`src/rtl/cbd_pkg.sv`:
```
// Shared types, constants and the byte classifier of the chunked body decoder.
package cbd_pkg;

	localparam int SIZE_BITS_DEF  = 32;
	localparam int COUNT_BITS_DEF = 32;
	localparam int BODY_LEN_W     = 32;
	localparam int QUEUE_DEPTH    = 2;

	localparam logic [7:0] CH_CR = 8'h0D;
	localparam logic [7:0] CH_LF = 8'h0A;
	localparam logic [7:0] CH_0  = 8'h30;
	localparam logic [7:0] CH_9  = 8'h39;
	localparam logic [7:0] CH_UA = 8'h41;
	localparam logic [7:0] CH_UF = 8'h46;
	localparam logic [7:0] CH_LA = 8'h61;
	localparam logic [7:0] CH_LF_HEX = 8'h66;
	localparam logic [3:0] HEX_LETTER_OFS = 4'd9;

	localparam logic [1:0] ST_RUN  = 2'd0;
	localparam logic [1:0] ST_DONE = 2'd1;
	localparam logic [1:0] ST_ERR  = 2'd2;

	typedef struct packed {
		logic [7:0] raw;
		logic       is_hex;
		logic [3:0] hex_val;
		logic       is_cr;
		logic       is_lf;
	} cbd_item_t;

	typedef struct packed {
		logic [7:0]            out_byte;
		logic                  out_valid;
		logic                  chunk_last;
		logic [1:0]            status;
		logic [BODY_LEN_W-1:0] body_length;
	} cbd_result_t;

	function automatic cbd_item_t classify(logic [7:0] ch);
		cbd_item_t it;
		logic      is_dec;
		logic      is_let;
		is_dec     = (ch >= CH_0) && (ch <= CH_9);
		is_let     = ((ch >= CH_LA) && (ch <= CH_LF_HEX)) || ((ch >= CH_UA) && (ch <= CH_UF));
		it.raw     = ch;
		it.is_hex  = is_dec | is_let;
		it.hex_val = is_let ? (ch[3:0] + HEX_LETTER_OFS) : ch[3:0];
		it.is_cr   = (ch == CH_CR);
		it.is_lf   = (ch == CH_LF);
		return it;
	endfunction

endpackage

```
`src/rtl/cbd_fifo.sv`:
```
// Small register queue with push/full and pop/empty sides.
module cbd_fifo #(
	parameter type T     = logic,
	parameter int  DEPTH = 2
) (
	input  logic clk,
	input  logic arst_n,
	input  logic push,
	output logic full,
	input  T     din,
	input  logic pop,
	output logic empty,
	output T     dout
);
	localparam int PW = (DEPTH > 1) ? $clog2(DEPTH) : 1;
	localparam int CW = $clog2(DEPTH + 1);
	localparam logic [PW-1:0] LAST_IDX = PW'(DEPTH - 1);
	localparam logic [CW-1:0] FULL_CNT = CW'(DEPTH);

	T              mem_q [DEPTH];
	logic [PW-1:0] wr_ptr_q;
	logic [PW-1:0] rd_ptr_q;
	logic [CW-1:0] cnt_q;
	logic          do_push;
	logic          do_pop;

	assign full    = (cnt_q == FULL_CNT);
	assign empty   = (cnt_q == '0);
	assign do_push = push & ~full;
	assign do_pop  = pop & ~empty;
	assign dout    = mem_q[rd_ptr_q];

	always_ff @(posedge clk) begin
		if (do_push) begin
			mem_q[wr_ptr_q] <= din;
		end
	end

	always_ff @(posedge clk or negedge arst_n) begin
		if (!arst_n) begin
			wr_ptr_q <= '0;
			rd_ptr_q <= '0;
			cnt_q    <= '0;
		end else begin
			if (do_push) begin
				wr_ptr_q <= (wr_ptr_q == LAST_IDX) ? '0 : wr_ptr_q + 1'b1;
			end
			if (do_pop) begin
				rd_ptr_q <= (rd_ptr_q == LAST_IDX) ? '0 : rd_ptr_q + 1'b1;
			end
			if (do_push && !do_pop) begin
				cnt_q <= cnt_q + 1'b1;
			end else if (do_pop && !do_push) begin
				cnt_q <= cnt_q - 1'b1;
			end
		end
	end

endmodule

```
`src/rtl/cbd_front.sv`:
```
// Front end: classifies each incoming byte and queues it for the parser.
module cbd_front (
	input  logic              clk,
	input  logic              arst_n,
	input  logic              push,
	output logic              full,
	input  logic [7:0]        in_byte,
	input  logic              take,
	output logic              item_avail,
	output cbd_pkg::cbd_item_t item
);
	import cbd_pkg::*;

	cbd_item_t cls;
	logic      q_empty;

	assign cls        = classify(in_byte);
	assign item_avail = ~q_empty;

	cbd_fifo #(
		.T     (cbd_item_t),
		.DEPTH (QUEUE_DEPTH)
	) u_queue (
		.clk    (clk),
		.arst_n (arst_n),
		.push   (push),
		.full   (full),
		.din    (cls),
		.pop    (take),
		.empty  (q_empty),
		.dout   (item)
	);

endmodule

```
`src/rtl/cbd_back.sv`:
```
// Back end: chunk parse state machine and the result queue.
module cbd_back #(
	parameter int SIZE_BITS  = cbd_pkg::SIZE_BITS_DEF,
	parameter int COUNT_BITS = cbd_pkg::COUNT_BITS_DEF
) (
	input  logic                            clk,
	input  logic                            arst_n,
	input  logic                            item_avail,
	input  cbd_pkg::cbd_item_t              item,
	output logic                            take,
	output logic                            empty,
	input  logic                            pop,
	output logic [7:0]                      out_byte,
	output logic                            out_valid,
	output logic                            chunk_last,
	output logic [1:0]                      status,
	output logic [cbd_pkg::BODY_LEN_W-1:0]  body_length
);
	import cbd_pkg::*;

	localparam logic [3:0] PH_SIZE         = 4'd0;
	localparam logic [3:0] PH_SIZE_CR      = 4'd1;
	localparam logic [3:0] PH_DATA         = 4'd2;
	localparam logic [3:0] PH_EOL          = 4'd3;
	localparam logic [3:0] PH_EOL_CR       = 4'd4;
	localparam logic [3:0] PH_TRL_START    = 4'd5;
	localparam logic [3:0] PH_TRL_START_CR = 4'd6;
	localparam logic [3:0] PH_TRL_LINE     = 4'd7;
	localparam logic [3:0] PH_TRL_LINE_CR  = 4'd8;
	localparam logic [3:0] PH_DONE         = 4'd9;
	localparam logic [3:0] PH_ERROR        = 4'd10;

	logic [3:0]            phase_q, phase_a, phase_d;
	logic [SIZE_BITS-1:0]  acc_q, acc_a, acc_d;
	logic [SIZE_BITS-1:0]  left_q, left_a, left_d;
	logic [COUNT_BITS-1:0] cnt_q, cnt_d;
	logic [BODY_LEN_W-1:0] len_d;
	logic                  run_b;
	logic                  valid_d;
	logic                  last_d;
	logic                  res_full;
	cbd_result_t           res_d;
	cbd_result_t           res_out;

	assign take = item_avail & ~res_full;

	// First pass: line ends pending after a CR. A byte other than LF finishes
	// the line and is then handled again by the phase that follows.
	always_comb begin
		phase_a = phase_q;
		acc_a   = acc_q;
		left_a  = left_q;
		run_b   = 1'b1;
		unique case (phase_q)
			PH_SIZE_CR: begin
				acc_a   = '0;
				run_b   = ~item.is_lf;
				if (acc_q == '0) begin
					phase_a = PH_TRL_START;
				end else begin
					phase_a = PH_DATA;
					left_a  = acc_q;
				end
			end
			PH_EOL_CR: begin
				phase_a = PH_SIZE;
				run_b   = ~item.is_lf;
			end
			PH_TRL_LINE_CR: begin
				phase_a = PH_TRL_START;
				run_b   = ~item.is_lf;
			end
			default: begin
			end
		endcase
	end

	always_comb begin
		phase_d = phase_a;
		acc_d   = acc_a;
		left_d  = left_a;
		cnt_d   = cnt_q;
		valid_d = 1'b0;
		last_d  = 1'b0;
		if (run_b) begin
			unique case (phase_a)
				PH_SIZE: begin
					if (item.is_hex) begin
						if (acc_a[SIZE_BITS-1 -: 4] != 4'd0) begin
							phase_d = PH_ERROR;
						end else begin
							acc_d = {acc_a[SIZE_BITS-5:0], item.hex_val};
						end
					end else if (item.is_cr) begin
						phase_d = PH_SIZE_CR;
					end else if (item.is_lf) begin
						acc_d = '0;
						if (acc_a == '0) begin
							phase_d = PH_TRL_START;
						end else begin
							phase_d = PH_DATA;
							left_d  = acc_a;
						end
					end
				end
				PH_DATA: begin
					valid_d = 1'b1;
					cnt_d   = cnt_q + 1'b1;
					left_d  = left_a - 1'b1;
					if (left_a == SIZE_BITS'(1)) begin
						last_d  = 1'b1;
						phase_d = PH_EOL;
					end
				end
				PH_EOL: begin
					phase_d = item.is_cr ? PH_EOL_CR : PH_SIZE;
				end
				PH_TRL_START: begin
					if (item.is_cr) begin
						phase_d = PH_TRL_START_CR;
					end else if (item.is_lf) begin
						phase_d = PH_DONE;
					end else begin
						phase_d = PH_TRL_LINE;
					end
				end
				PH_TRL_START_CR: begin
					phase_d = PH_DONE;
				end
				PH_TRL_LINE: begin
					if (item.is_cr) begin
						phase_d = PH_TRL_LINE_CR;
					end else if (item.is_lf) begin
						phase_d = PH_TRL_START;
					end
				end
				// CR phases are resolved in the first pass; done and error hold
				PH_SIZE_CR, PH_EOL_CR, PH_TRL_LINE_CR, PH_DONE, PH_ERROR: begin
				end
				default: begin
					phase_d = PH_ERROR;
				end
			endcase
		end
	end

	always_ff @(posedge clk or negedge arst_n) begin
		if (!arst_n) begin
			phase_q <= PH_SIZE;
			acc_q   <= '0;
			left_q  <= '0;
			cnt_q   <= '0;
		end else if (take) begin
			phase_q <= phase_d;
			acc_q   <= acc_d;
			left_q  <= left_d;
			cnt_q   <= cnt_d;
		end
	end

	generate
		if (COUNT_BITS >= BODY_LEN_W) begin : g_len_trunc
			assign len_d = cnt_d[BODY_LEN_W-1:0];
		end else begin : g_len_ext
			assign len_d = {{(BODY_LEN_W-COUNT_BITS){1'b0}}, cnt_d};
		end
	endgenerate

	always_comb begin
		res_d.out_byte    = valid_d ? item.raw : 8'd0;
		res_d.out_valid   = valid_d;
		res_d.chunk_last  = last_d;
		res_d.status      = (phase_d == PH_DONE) ? ST_DONE :
		                    (phase_d == PH_ERROR) ? ST_ERR : ST_RUN;
		res_d.body_length = len_d;
	end

	cbd_fifo #(
		.T     (cbd_result_t),
		.DEPTH (QUEUE_DEPTH)
	) u_res_queue (
		.clk    (clk),
		.arst_n (arst_n),
		.push   (take),
		.full   (res_full),
		.din    (res_d),
		.pop    (pop),
		.empty  (empty),
		.dout   (res_out)
	);

	assign out_byte    = res_out.out_byte;
	assign out_valid   = res_out.out_valid;
	assign chunk_last  = res_out.chunk_last;
	assign status      = res_out.status;
	assign body_length = res_out.body_length;

endmodule

```
`src/rtl/chunked_body_decoder_top.sv`:
```
// Top level of the chunked body decoder: byte classifier front, parser back.
//
//   channel   handshake         payload
//   input     push / full       in_byte
//   result    empty / pop       out_byte, out_valid, chunk_last, status, body_length
//
// One byte per cycle sustained while the result side is popped: every accepted byte gives exactly one item.
// A result shows (empty low) once its byte has passed the classified-byte queue and the
// parse state machine, which writes the result queue in the cycle that it takes the
// byte; the byte is not taken while the result queue is full.
// Both queues are two items deep; full rises only when the result side stalls.
// arst_n clears both queues and the parser; no clearing pass is needed.
module chunked_body_decoder_top #(
	parameter int SIZE_BITS  = cbd_pkg::SIZE_BITS_DEF,
	parameter int COUNT_BITS = cbd_pkg::COUNT_BITS_DEF
) (
	input  logic                           clk,
	input  logic                           arst_n,
	input  logic                           push,
	output logic                           full,
	input  logic [7:0]                     in_byte,
	output logic                           empty,
	input  logic                           pop,
	output logic [7:0]                     out_byte,
	output logic                           out_valid,
	output logic                           chunk_last,
	output logic [1:0]                     status,
	output logic [cbd_pkg::BODY_LEN_W-1:0] body_length
);
	import cbd_pkg::*;

	cbd_item_t item;
	logic      item_avail;
	logic      take;

	cbd_front u_front (
		.clk        (clk),
		.arst_n     (arst_n),
		.push       (push),
		.full       (full),
		.in_byte    (in_byte),
		.take       (take),
		.item_avail (item_avail),
		.item       (item)
	);

	cbd_back #(
		.SIZE_BITS  (SIZE_BITS),
		.COUNT_BITS (COUNT_BITS)
	) u_back (
		.clk         (clk),
		.arst_n      (arst_n),
		.item_avail  (item_avail),
		.item        (item),
		.take        (take),
		.empty       (empty),
		.pop         (pop),
		.out_byte    (out_byte),
		.out_valid   (out_valid),
		.chunk_last  (chunk_last),
		.status      (status),
		.body_length (body_length)
	);

endmodule

```
`config.mk`:
```
export PLATFORM = sky130hd
export DESIGN_NAME = chunked_body_decoder_top
export DESIGN_NICKNAME = d
export VERILOG_FILES = /design/src/rtl/cbd_pkg.sv /design/src/rtl/cbd_fifo.sv /design/src/rtl/cbd_front.sv /design/src/rtl/cbd_back.sv /design/src/rtl/chunked_body_decoder_top.sv
export SDC_FILE = /design/constraint.sdc
export NUM_CORES = 1
export LEC_CHECK = 0
export BUFFER_PORTS_ARGS = -buffer_cell sky130_fd_sc_hd__buf_4
export CORE_MARGIN = 3
export CORE_UTILIZATION = 25
export DETAILED_ROUTE_END_ITERATION = 10
export HOLD_SLACK_MARGIN = 0.1
export PLACE_DENSITY_LB_ADDON = 0.2
export SYNTH_ARGS = -nofsm -noshare
export SYNTH_HDL_FRONTEND = slang
export SYNTH_SLANG_ARGS = --single-unit
```
`constraint.sdc`:
```
create_clock -name clk -period 7.9 [get_ports clk]
set_clock_uncertainty 0.2 [all_clocks]
set_input_delay 0.79 -clock clk [delete_from_list [all_inputs] [get_ports clk]]
set_output_delay 0.79 -clock clk [all_outputs]
set_load 0.02 [all_outputs]
```
; Word-level counts from Yosys, hierarchy flattened
; Memory sizes are Yosys's and may differ from the RTL's.
; Index checks and enable logic that the tools add are counted.
[op_classes]
addsub = 11
n_eq_ne = 20
order_cmp = 6
muxes = 54
n_reduce_logical = 22
n_bitwise = 11
[ops]
columns = op, n
row1 = $mux W32, 16
row2 = $logic_not A32 Y1, 2
row3 = $pmux W32 S2, 1
row4 = $mux W4, 11
row5 = $add A32 B1 Y32 const B, 1
row6 = $eq A32 B1 Y1 const B, 1
row7 = $sub A32 B1 Y32 const B, 1
row8 = $pmux W4 S7, 1
row9 = $eq A4 B4 Y1 const B, 6
row10 = $eq A4 B3 Y1 const B, 5
row11 = $eq A8 B4 Y1 const B, 2
row12 = $ge A8 B7 Y1 const B, 2
row13 = $le A8 B7 Y1 const B, 2
row14 = $mux W1, 14
row15 = $mux W2, 6
row16 = $pmux W4 S3, 1
row17 = $mux W3, 3
row18 = $eq A4 B1 Y1 const B, 2
row19 = $eq A4 B2 Y1 const B, 2
row20 = $ge A8 B6 Y1 const B, 1
row21 = $le A8 B6 Y1 const B, 1
row22 = $mux W8, 1
row23 = $logic_and A1 B1 Y1, 7
row24 = $and A1 B1 Y1, 5
row25 = 15 further kinds, 30
[word_totals]
register_bits = 108
memories = 2
ramBits = 118
[mem_list]
columns = name, depth, word_bits, rd, rd_ports_with_merged_regs, write_ports, line_no
row1 = u_back.u_res_queue.mem_q, 2, 44, 1, 0, 1, cbd_fifo.sv:20  ; T mem_q [DEPTH];
row2 = u_front.u_queue.mem_q, 2, 15, 1, 0, 1, cbd_fifo.sv:20

; Logic depth before layout (Yosys ltp)
; Gate-level depths: netlist of run 1.
[depth]
ltp_word = 12
ltp_mapped = 15
mapped_depth_nobuf = 11

; By module
; A second synthesis of run 1 with hierarchy kept.
[hier_totals]
hier_cells = 1099
area_unflattened_um2 = 12421.9
[by_module_without_submodules]
columns = module, cells_per_inst, instances, area_per_inst_um2
row1 = cbd_back, 846, 1, 7260.7
row2 = cbd_fifo at u_back.u_res_queue, 156, 1, 3572.2
row3 = cbd_fifo at u_front.u_queue, 66, 1, 1331.3
row4 = cbd_front, 31, 1, 257.7

; Least setup slack after synthesis of run 1
; OpenSTA, ideal clock, no wires.
[synth_path]
path_kind = register -> register
from = register u_back.u_res_queue.cnt_q[1]
to = memory u_back.u_res_queue.mem_q[0][0] in the netlist's numbering (enable)
path_stages_with_launch = 7
synth_period_minus_slack_ps = 3683
arrival_ps = 3038
t_required_ps = 7254
setup_slack_ps = 4217
path_cell_list = dfrtp_1 > inv_1 > o22ai_1 > clkbuf_1 > clkbuf_1 > clkbuf_1 > nor2_1
[synth_between]
elab_chain_len = 6
[synth_lines]
columns = element, line_no
row1 = start: declaration, cbd_fifo.sv:23  ; logic [CW-1:0] cnt_q;
row2 = start signal: assignment, cbd_fifo.sv:52  ; cnt_q <= cnt_q + 1'b1;
row3 = start signal: assignment, cbd_fifo.sv:54  ; cnt_q <= cnt_q - 1'b1;
row4 = $eq A2 B2 Y1 (*), cbd_fifo.sv:27  ; assign full = (cnt_q == FULL_CNT);
row5 = $not A1 Y1 (*), "cbd_fifo.sv:29, cbd_back.sv:45"
row6 = $and A1 B1 Y1, cbd_back.sv:45  ; assign take = item_avail & ~res_full;
row7 = $and A1 B1 Y1 (*), cbd_fifo.sv:29  ; assign do_push = push & ~full;
row8 = $mux W1 (*), cbd_fifo.sv:34  ; if (do_push) begin
row9 = $mux W1 (implied by the code) (*), cbd_fifo.sv:35  ; mem_q[wr_ptr_q] <= din;
row10 = end: declaration, cbd_fifo.sv:20
; Every way passes the cells marked *; elsewhere a longest branch is shown, timed or not.

==> metrics.cfg, run 1 <==
[route]
drt-wirelength-per-cell_um = 19.6
final_antenna_net_count = 0
wl_um = 34800
first_pass_iters = 5
via_count = 8975
viasPerCell = 5.06
drc = 0
drt_iter0_drc = 644

[global_routing]
antenna_found_initial = 0
grt_max_degree = 62
first_global_vias = 9038
grt_pass1_wl_um = 54700
overflow = 0
grt_use_total_pct = 13.7

[logic_synthesis]
ys_types = 84
synthesis.nets = 1129
synthFlopType = edfxtp_1
synth_warnings = 0
netlist_area_sq_um = 12000
yosysSeqAreaShare_pct = 52.1
ys_ff_latch = 226
synthCells = 1109
synth_edf_count = 118
synth_area_per_cell_sq_um = 10.8
async_flop_share_pct = 47.8

[setup_path]
startpoint_type = register
cp.arrival_ps = 4410
required_ps = 8060
critPathCaptureType = register
crit_fanout = 22
path_class = register to register

[placement]
place_area_sq_um = 13100
place.detailed.hpwl_um = 22700
io_buffers = 57
gp_congestion = 0.837

[sta]
setup_viol = 0
max_slew.worst_pin.slew_ps = 1140
hold_viol = 0
rsz0062_at_grt = false
slew_viol_final = 0
relSlewSlack_pct = 23.8
fin_crit_sh_pct = 53.9
fin_crit_ps = 4250
finalSetupTns_ps = 0
fmax_mhz = 235

[floorplanning]
initial_utilization_pct = 25.5
fp.coreArea_sq_um = 47000
die_h_um = 225
die_area_sq_um = 50600
io_pins = 58
row_count = 79
die_w_um = 225

[cells_and_area]
drive_above_1_share_pct = 17.4
syn_to_final_growth_pct = 16.4
antenna_cells = 0
fin_util_pct = 29.7
final_nets = 1168
fin_area_sq_um = 13900

[clock_network]
cts_tree = done
clock-sinks = 226
post_cts.repair.setup_buffers = 0
clk_path_buf_depth = 3
clk_latency_ps = 550
ctsResizeCount = 0
path_clk_slew_ps = 60
clock-root-buffer = clkbuf_16
ctsHoldBuffers = 0
cts-htree-levels = 1
cts_made_buffers = 26

[power]
vdd_ir_drop_max_mv = 0.186
p_leak_nw = 5.40
power.density_nw_per_um2 = 496
finalPower_mw = 6.92

[min_path]
min_path_type = input port to async pin

[status]
status = completed

[flow_run]
maxCapViolCount = 0

-- cell usage after synthesis (4+ instances only) --
master | number | area, sq um
a31oi_1 | 18 | 113
nor2_1 | 105 | 394
nor4_1 | 16 | 100
clkbuf_1 | 39 | 146
a22o_1 | 29 | 254
xnor2_1 | 45 | 394
nand2_1 | 95 | 357
o21ai_1 | 10 | 50.1
a32oi_1 | 7 | 61.3
a221oi_1 | 6 | 52.6
a22oi_1 | 7 | 52.6
or3_1 | 8 | 50.1
a211oi_1 | 4 | 30.0
buf_1 | 9 | 33.8
inv_1 | 15 | 56.3
dfrtp_1 | 108 | 2700
and2_1 | 6 | 37.5
edfxtp_1 | 118 | 3540
buf_6 | 5 | 56.3
or4_1 | 11 | 82.6
ha_1 | 8 | 100
buf_2 | 12 | 60.1
o21ai_0 | 51 | 255
o211ai_1 | 6 | 45.0
and4_1 | 5 | 43.8
nor3_1 | 33 | 165
nand3_1 | 30 | 150
a21oi_1 | 48 | 240
mux2_2 | 52 | 586
xor2_1 | 38 | 333
nand4_1 | 21 | 131
o21ai_2 | 4 | 35.0
mux2i_1 | 35 | 350
o21a_1 | 6 | 45.0
o22ai_1 | 10 | 62.6
nor3_2 | 4 | 40.0
and3_1 | 10 | 62.6
o31ai_1 | 6 | 45.0
a41oi_1 | 4 | 35.0
-- flip-flops by register name, summed over array words and instances (netlist names) --
| name | cells |
|---|---|
| u_back.left_q | 32 |
| u_back.u_res_queue.rd_ptr_q | 1 |
| u_back.u_res_queue.mem_q | 88 |
| u_back.cnt_q | 32 |
| u_front.u_queue.rd_ptr_q | 1 |
| u_back.phase_q | 4 |
| u_back.u_res_queue.cnt_q | 2 |
| u_back.acc_q | 32 |
| u_back.u_res_queue.wr_ptr_q | 1 |
| u_front.u_queue.cnt_q | 2 |
| u_front.u_queue.wr_ptr_q | 1 |
| u_front.u_queue.mem_q | 30 |
-- cells in the final DEF (no fill, tap or decap), drive strengths merged, types with 16 or more instances in the layout --
| cell | netlist | routed |
|---|---|---|
| edfxtp | 118 | 118 |
| a21oi | 48 | 48 |
| a22o | 29 | 29 |
| clkbuf | 39 | 34 |
| nand2 | 97 | 97 |
| xnor2 | 45 | 45 |
| mux2 | 52 | 52 |
| buf | 27 | 77 |
| mux2i | 35 | 35 |
| dfrtp | 108 | 108 |
| inv | 16 | 16 |
| nor2 | 107 | 107 |
| xor2 | 38 | 38 |
| nor3 | 38 | 38 |
| o21ai | 65 | 65 |
| nand4 | 21 | 21 |
| nand3 | 31 | 31 |
| a31oi | 18 | 18 |
| nor4 | 18 | 18 |
-- worst paths after layout --
kind / slack (ps) / endpoint / startpoint / cells past startpoint
worst max-delay path: 3650 / u_back.u_res_queue.mem_q[0][32]$_DFFE_PP_ / u_back.acc_q[29]$_DFFE_PN0P_ / 11
worst min-delay path: 180 / u_back.left_q[16]$_DFFE_PN0P_ / arst_n / 1
worst max register to register: 3650 / u_back.u_res_queue.mem_q[0][32]$_DFFE_PP_ / u_back.acc_q[29]$_DFFE_PN0P_ / 11
worst min register to register: 290 / u_back.cnt_q[31]$_DFFE_PN0P_ / u_back.cnt_q[31]$_DFFE_PN0P_ / 1
max in group asynchronous: 6060 / u_back.u_res_queue.rd_ptr_q$_DFFE_PN0P_ / arst_n / 2
min in group clk: 260 / u_front.u_queue.mem_q[0][11]$_DFFE_PP_ / in_byte[4] / 1
-- cell families after synthesis --
kind of cell,Yosys count,share of synthesized area (%)
AO/OA/AOI/OAI,255,14.8
XOR/XNOR,83,6.07
adder cells (fa/ha/maj),8,0.835
buffers and inverters,83,3.07
flip-flops,226,52.1
multiplexers,87,7.81
AND/OR/NAND/NOR,367,15.3
-- routing by layer --
layer	global-route usage, %	share of wire, %	wire length (um)	vias up
li1	-	-	-	4246
met1	19.1	46	16100	4403
met2	22.5	46	16100	271
met3	1.71	5.1	1760	55
met4	4.10	2.5	866	0
met5	0	0	0	-
-- worst max-delay path, stage by stage (launching register included) --
cell and delay, ps:
dfrtp_1 440, or4_1 580, nor4_1 630, and3_1 240, buf_4 320, nor2_2 100, mux2i_1 260, ha_1 200
a21bo_1 200, nor4_1 500, o21ai_1 190, nor4_2 200
-- power by group --
group          internal (mW)  switching, mW  total, mW
clock network          0.747          0.485       1.23
logic                   1.24           2.35       3.58
registers               1.76          0.354       2.11
-- metrics by stage --
stage / hold WS, ps / std cells / worst slack [ps]
4_1_cts: 184 / 1775 / 3690
2_1_floorplan: 254 / 1109 / 4220
5_1_grt: 231 / 1775 / 3290
3_3_place_gp: 276 / 1727 / 3790
3_5_place_dp: 284 / 1727 / 3730
6_report: 176 / 1775 / 3650
-- layout make-up --
type | instances | area, sq um
Clock buffer | 34 | 691
Clock inverter | 14 | 183
Fill cell | 4787 | 33000
Inverter | 17 | 63.8
Multi-Input combinational cell | 800 | 5430
Sequential cell | 226 | 6250
Tap cell | 607 | 759
Timing Repair Buffer | 77 | 578
Power figures use the tool's default switching activity.
==> inputs of run 2 (changes only) <==
==> constraint.sdc (replaced) <==
create_clock -name clk -period 3.5 [get_ports clk]
set_clock_uncertainty 0.2 [all_clocks]
set_input_delay 0.35 -clock clk [delete_from_list [all_inputs] [get_ports clk]]
set_output_delay 0.35 -clock clk [all_outputs]
set_load 0.02 [all_outputs]
==> run 2 against run 1 <==
Against the previous run:
- non-clock buffer count up 86
- sequential share of layout area decreased by 2.2 points
- global-route usage rose by 0.19 points
- critical endpoint is now u_back.left_q[31]$_DFFE_PN0P_
- highest routed layer unchanged
==> metrics.cfg, run 2 (synthesized netlist as in run 1, its figures left out) <==
[floorplanning]
row_count = 79  ; unchanged
initial_utilization_pct = 25.5  ; unchanged
die_area_sq_um = 50600  ; unchanged
fp.coreArea_sq_um = 47000  ; unchanged
io_pins = 58  ; unchanged
die_w_um = 225  ; unchanged
die_h_um = 225  ; unchanged

[global_routing]
grt_pass1_wl_um = 55500  ; +1.5%
overflow = 0  ; unchanged
first_global_vias = 9331  ; +3.2%
grt_max_degree = 72  ; +16%
antenna_found_initial = 0  ; unchanged
grt_use_total_pct = 13.9  ; +0.19 points

[route]
drc = 0  ; unchanged
dr_wl_met2_um = 15600  ; -2.8%
drt_iter0_drc = 733  ; +14%
via_count = 9399  ; +4.7%
first_pass_iters = 5  ; unchanged
wl_um = 35400  ; +1.8%
highest_layer = met4
final_antenna_net_count = 0  ; unchanged
drt-met1-wl_um = 16700  ; +3.8%
viasPerCell = 5.05  ; -0.17%
drt-wirelength-per-cell_um = 19.0  ; -2.9%
wl_met3_um = 2110  ; +20%

[clock_network]
clk_latency_ps = 530  ; -20 ps
cts-htree-levels = 1  ; unchanged
post_cts.repair.setup_buffers = 0  ; unchanged
cts_tree = done
clock-root-buffer = clkbuf_16
cts_made_buffers = 27  ; +3.8%
clk_path_buf_depth = 3  ; unchanged
path_clk_slew_ps = 60  ; about the same
clock-sinks = 226  ; unchanged

[placement]
place.detailed.hpwl_um = 24800  ; +9.2%
gp_congestion = 0.830  ; -0.92%
post-place-ws_ps = 141  ; -3590 ps
dp.cells = 1802  ; +4.3%
io_buffers = 57  ; unchanged

[cells_and_area]
syn_to_final_growth_pct = 22.5
fin_util_pct = 31.3  ; +1.6 points
final_nets = 1255  ; +7.4%
largest_reg_flops = 88  ; unchanged
antenna_cells = 0  ; unchanged
final_cell_mix = buf_4 (148), edfxtp_1 (118), dfrtp_1 (107)
final_cells = 1862  ; +4.9%
largest_register = u_back.u_res_queue.mem_q
drive_above_1_share_pct = 22.5  ; +5.2 points
fillers = 4788  ; +0.021%
final_common_cell = buf_4

[flow_run]
maxCapViolCount = 0  ; unchanged

[status]
status = completed

[setup_path]
cp.arrival_ps = 3590  ; -820 ps
path_class = register to register
crit_fanout = 21  ; -4.5%
cp_cell_sequence = or3_1, nor4_2, and3_4, buf_4, nor4_1, o21bai_2, nor2_2, a311o_1, a31oi_1
cp.depth = 9  ; -2
rr_startpoint = u_back.acc_q[15]$_DFFE_PN0P_
critical-path-top-delay-family = simple AND/OR/NAND/NOR gates
reg2reg_depth = 9  ; -2
worstSetupEndpoint = u_back.left_q[31]$_DFFE_PN0P_
startpoint = u_back.acc_q[15]$_DFFE_PN0P_
required_ps = 3750  ; -4310 ps
r2r_end = u_back.left_q[31]$_DFFE_PN0P_
reg2reg_slack_ps = 160  ; -3490 ps
startpoint_type = register
critPathCaptureType = register
critPathMaxStageDelay_ps = 500  ; -130 ps
crit_slowest_cell = or3_1
worstPathBufferInverterCount = 1  ; unchanged

[min_path]
min_from = u_back.cnt_q[31]$_DFFE_PN0P_
min_path_type = register to register

[power]
power.density_nw_per_um2 = 1110  ; +120%
p_leak_nw = 5.85  ; +8.3%
finalPower_mw = 16.3  ; +130%
vdd_ir_drop_max_mv = 0.792  ; +320%

[sta]
max_slew.worst_pin.slew_ps = 1090  ; -56.4 ps
fin_crit_sh_pct = 95.4  ; +42 points
slew_viol_final = 0  ; unchanged
fmax_mhz = 299  ; +27%
rsz0062_at_grt = false
finalWorstSetupSlack_ps = 160  ; -3490 ps
relSlewSlack_pct = 27.5  ; +3.8 points
fin_crit_ps = 3340  ; -915 ps
setup_viol = 0  ; unchanged
hold_viol = 0  ; unchanged

==> run 2: changes by cell type in the layout (fill, tap and decap cells not counted), moves of 3 or more <==
cell | previous run | this run
buf_12 | 0 | 4
buf_4 | 77 | 148
clkbuf_16 | 26 | 29
bufinv_16 | 4 | 0
dlygate4sd3_1 | 0 | 11
==> run 2: through the flow <==
| step | area [sq um] | hold WS [ps] | TNS [ps] |
|---|---|---|---|
| floorplan | 12000 | -146 | -88.3 |
| global placement | 13700 | 275 | 0 |
| CTS | 14700 | 288 | 0 |
| detailed placement | 13700 | 276 | 0 |
| finish | 14700 | 287 | 0 |
| global route | 14700 | 312 | 0 |
==> run 2: worst min-delay path by stage <==
| stage | to | depth (start not counted) |
|---|---|---|
| floorplan | u_back.acc_q[0]$_DFFE_PN0P_ | 0 |
| global placement | u_back.cnt_q[31]$_DFFE_PN0P_ | 1 |
| detailed placement | u_back.cnt_q[31]$_DFFE_PN0P_ | 1 |
| CTS | u_back.cnt_q[31]$_DFFE_PN0P_ | 1 |
| global route | u_back.cnt_q[31]$_DFFE_PN0P_ | 1 |
| finish | u_back.cnt_q[31]$_DFFE_PN0P_ | 1 |
==> run 2: power by group <==
part           leakage, nW  switching [mW]  internal, mW
clock network        0.414            1.08          1.57
logic                 2.90            5.73          3.41
registers             2.53           0.497          3.96
total                 5.85            7.31          8.95
==> run 2: timing repair <==
item                       4_1_cts  5_1_grt
hold buffers                    11        0
setup endpoints to repair        0        2
resized for setup                0        3
hold endpoints to repair       103        0
==> run 2: cell type report <==
| cell class | instances | area (sq um) | share of cell area (%) |
|---|---|---|---|
| Multi-Input combinational cell | 800 | 5460 | 37.2 |
| Tap cell | 607 | 759 | 5.17 |
| Clock inverter | 9 | 48.8 | 0.332 |
| Inverter | 17 | 63.8 | 0.435 |
| Sequential cell | 226 | 6250 | 42.6 |
| Clock buffer | 40 | 797 | 5.43 |
| Timing Repair Buffer | 163 | 1300 | 8.86 |
==> run 2: per-layer routing <==
layer,GRT usage [%],vias to the layer above
met1,19.6,4640
met4,4.33,0
li1,-,4414
met2,21.7,270
met5,0,-
met3,2.51,75
==> inputs of run 3 (changes only) <==
--- a/config.mk
+++ b/config.mk
@@ -6,11 +6,15 @@
 export NUM_CORES = 1
 export LEC_CHECK = 0
 export BUFFER_PORTS_ARGS = -buffer_cell sky130_fd_sc_hd__buf_4
+export CELL_PAD_IN_SITES_DETAIL_PLACEMENT = 0
+export CELL_PAD_IN_SITES_GLOBAL_PLACEMENT = 1
 export CORE_MARGIN = 3
 export CORE_UTILIZATION = 25
 export DETAILED_ROUTE_END_ITERATION = 10
 export HOLD_SLACK_MARGIN = 0.1
 export PLACE_DENSITY_LB_ADDON = 0.2
+export REMOVE_ABC_BUFFERS = 1
 export SYNTH_ARGS = -nofsm -noshare
 export SYNTH_HDL_FRONTEND = slang
 export SYNTH_SLANG_ARGS = --single-unit
+export TNS_END_PERCENT = 5
==> run 3 against run 2 <==
Against the previous run:
- combinational power is 5.4% higher
- sequential share of layout area is 0.75 points lower
- highest routed layer is now met5
- total power is 4.7% higher
- final cell count is 1.1% higher
- fmax is 0.87% lower
- critical endpoint is now u_back.u_res_queue.mem_q[1][32]$_DFFE_PP_
- global-route usage is 1.2 points higher
- register-to-register slack worse by 30 ps
- clock power is 11% higher
- critical path depth stayed put
- critical path type unchanged
- first-iteration DRC count is 11% lower
- final area is 1.8% higher
==> metrics.cfg, run 3 (synthesized netlist as in run 1, its figures left out) <==
[clock_network]
clk_latency_ps = 560  ; +30 ps
cts_made_buffers = 27  ; unchanged
path_clk_slew_ps = 70  ; about the same
cts_tree = done
clock-root-buffer = clkbuf_16
clock-sinks = 226  ; unchanged
clk_path_buf_depth = 3  ; unchanged
cts-htree-levels = 1  ; unchanged

[route]
wl_um = 38200  ; +8.0%
drc = 0  ; unchanged
first_pass_iters = 5  ; unchanged
drt_iter0_drc = 649  ; -11%
wl_met3_um = 1990  ; -5.7%
highest_layer = met5
drt-met1-wl_um = 17500  ; +4.7%
via_count = 9489  ; +0.96%
final_antenna_net_count = 0  ; unchanged
viasPerCell = 5.04  ; -0.12%
dr_wl_met2_um = 17800  ; +14%
drt-wirelength-per-cell_um = 20.3  ; +6.8%

[cells_and_area]
final_nets = 1275  ; +1.6%
final_cell_mix = buf_4 (166), edfxtp_1 (118), dfrtp_1 (107)
largest_register = u_back.u_res_queue.mem_q
drive_above_1_share_pct = 24.4  ; +1.8 points
final_cells = 1882  ; +1.1%
final_common_cell = buf_4
fillers = 4787  ; -0.021%
largest_reg_flops = 88  ; unchanged
syn_to_final_growth_pct = 24.7
antenna_cells = 0  ; unchanged

[setup_path]
critPathCaptureType = register
crit_fanout = 21  ; unchanged
reg2reg_slack_ps = 130  ; -30 ps
reg2reg_depth = 9  ; unchanged
rr_startpoint = u_back.acc_q[2]$_DFFE_PN0P_
path_class = register to register
startpoint_type = register
required_ps = 3670  ; -80 ps
cp.arrival_ps = 3530  ; -60 ps
r2r_end = u_back.u_res_queue.mem_q[1][32]$_DFFE_PP_

[sta]
slew_viol_final = 0  ; unchanged
rsz0062_at_grt = false
fmax_mhz = 297  ; -0.87%
hold_viol = 0  ; unchanged
fin_crit_sh_pct = 96.3  ; +0.83 points
setup_viol = 0  ; unchanged
finalSetupTns_ps = 0  ; unchanged
max_slew.worst_pin.slew_ps = 813  ; -273 ps
relSlewSlack_pct = 45.8  ; +18 points
holdWs_ps = 239  ; -48.4 ps
fin_crit_ps = 3370  ; +29.2 ps

[global_routing]
grt_pass1_wl_um = 59700  ; +7.5%
overflow = 0  ; unchanged
first_global_vias = 9594  ; +2.8%
grt_max_degree = 50  ; -31%
grt_use_total_pct = 15.1  ; +1.2 points
antenna_found_initial = 1  ; +1

[floorplanning]
die_w_um = 225  ; unchanged
fp.coreArea_sq_um = 47000  ; unchanged
initial_utilization_pct = 25.5  ; unchanged
row_count = 79  ; unchanged
die_area_sq_um = 50600  ; unchanged
die_h_um = 225  ; unchanged
io_pins = 58  ; unchanged

[flow_run]
maxCapViolCount = 0  ; unchanged

[placement]
dp.cells = 1813  ; +0.61%
gp_congestion = 0.841  ; +1.4%
io_buffers = 57  ; unchanged
place.detailed.hpwl_um = 26800  ; +8.1%

[power]
power.density_nw_per_um2 = 1140  ; +2.9%
finalPower_mw = 17.0  ; +4.7%
p_leak_nw = 5.99  ; +2.4%
vdd_ir_drop_max_mv = 0.638  ; -19%

[min_path]
min_path_type = input port to async pin

[status]
status = completed

[run 3: metal layers]
layer / global-route usage [%] / up-vias
met2: 24.9 / 228
met5: 0 / -
met1: 20.5 / 4745
met4: 4.16 / 2
li1: - / 4447
met3: 2.66 / 67
[run 3: layout make-up]
type	count	area, sq um	area share, %
clock buffers	33	751	5.02
clock inverters	16	184	1.23
inverters	17	63.8	0.427
multi-input cells	800	5480	36.7
flip-flops and latches	226	6250	41.8
well taps	607	759	5.08
repair buffers	183	1460	9.76
[run 3: through the flow]
stage	instance area [sq um]	setup slack, ps	utilization (%)
global route	14900	5.87	31.8
global placement	13800	-25.5	29.3
finish	14900	131	31.8
CTS	14800	31.2	31.6
detailed placement	13800	-103	29.3
floorplan	11700	-1540	-
[run 3: worst max path at each step]
stage	startpoint	endpoint	slack, ps	cells past startpoint
6_report	u_back.acc_q[2]$_DFFE_PN0P_	u_back.u_res_queue.mem_q[1][32]$_DFFE_PP_	130	9
5_1_grt	u_back.acc_q[2]$_DFFE_PN0P_	u_back.u_res_queue.mem_q[1][32]$_DFFE_PP_	6	9
4_1_cts	u_back.acc_q[18]$_DFFE_PN0P_	u_back.u_res_queue.mem_q[1][32]$_DFFE_PP_	30	11
3_5_place_dp	u_back.acc_q[18]$_DFFE_PN0P_	u_back.u_res_queue.mem_q[1][32]$_DFFE_PP_	-100	11
3_3_place_gp	u_back.acc_q[18]$_DFFE_PN0P_	u_back.u_res_queue.mem_q[0][32]$_DFFE_PP_	-30	11
2_1_floorplan	u_back.phase_q[1]$_DFFE_PN0P_	u_back.acc_q[10]$_DFFE_PN0P_	-1540	4
[run 3: timing repair]
item	CTS	global route
pin swaps	0	9
hold buffers	11	0
buffers inserted	0	9
hold endpoints to repair	80	0
setup endpoints to repair	2	11
gates resized for setup	2	15
[run 3: critical path, stage by stage (launching register included)]
cell and delay [ps]:
dfrtp_1 390, or4_4 570, nor4_4 330, and3_4 260
buf_4 310, a21boi_1 170, a311o_1 370, o21ai_1 210
o21ai_2 110, nor4_2 260
[run 3: power by group]
part	switching [mW]	internal [mW]	total [mW]	leakage, nW
Clock	1.13	1.81	2.95	0.455
Sequential	0.482	3.96	4.45	2.53
Combinational	5.99	3.64	9.63	3.00
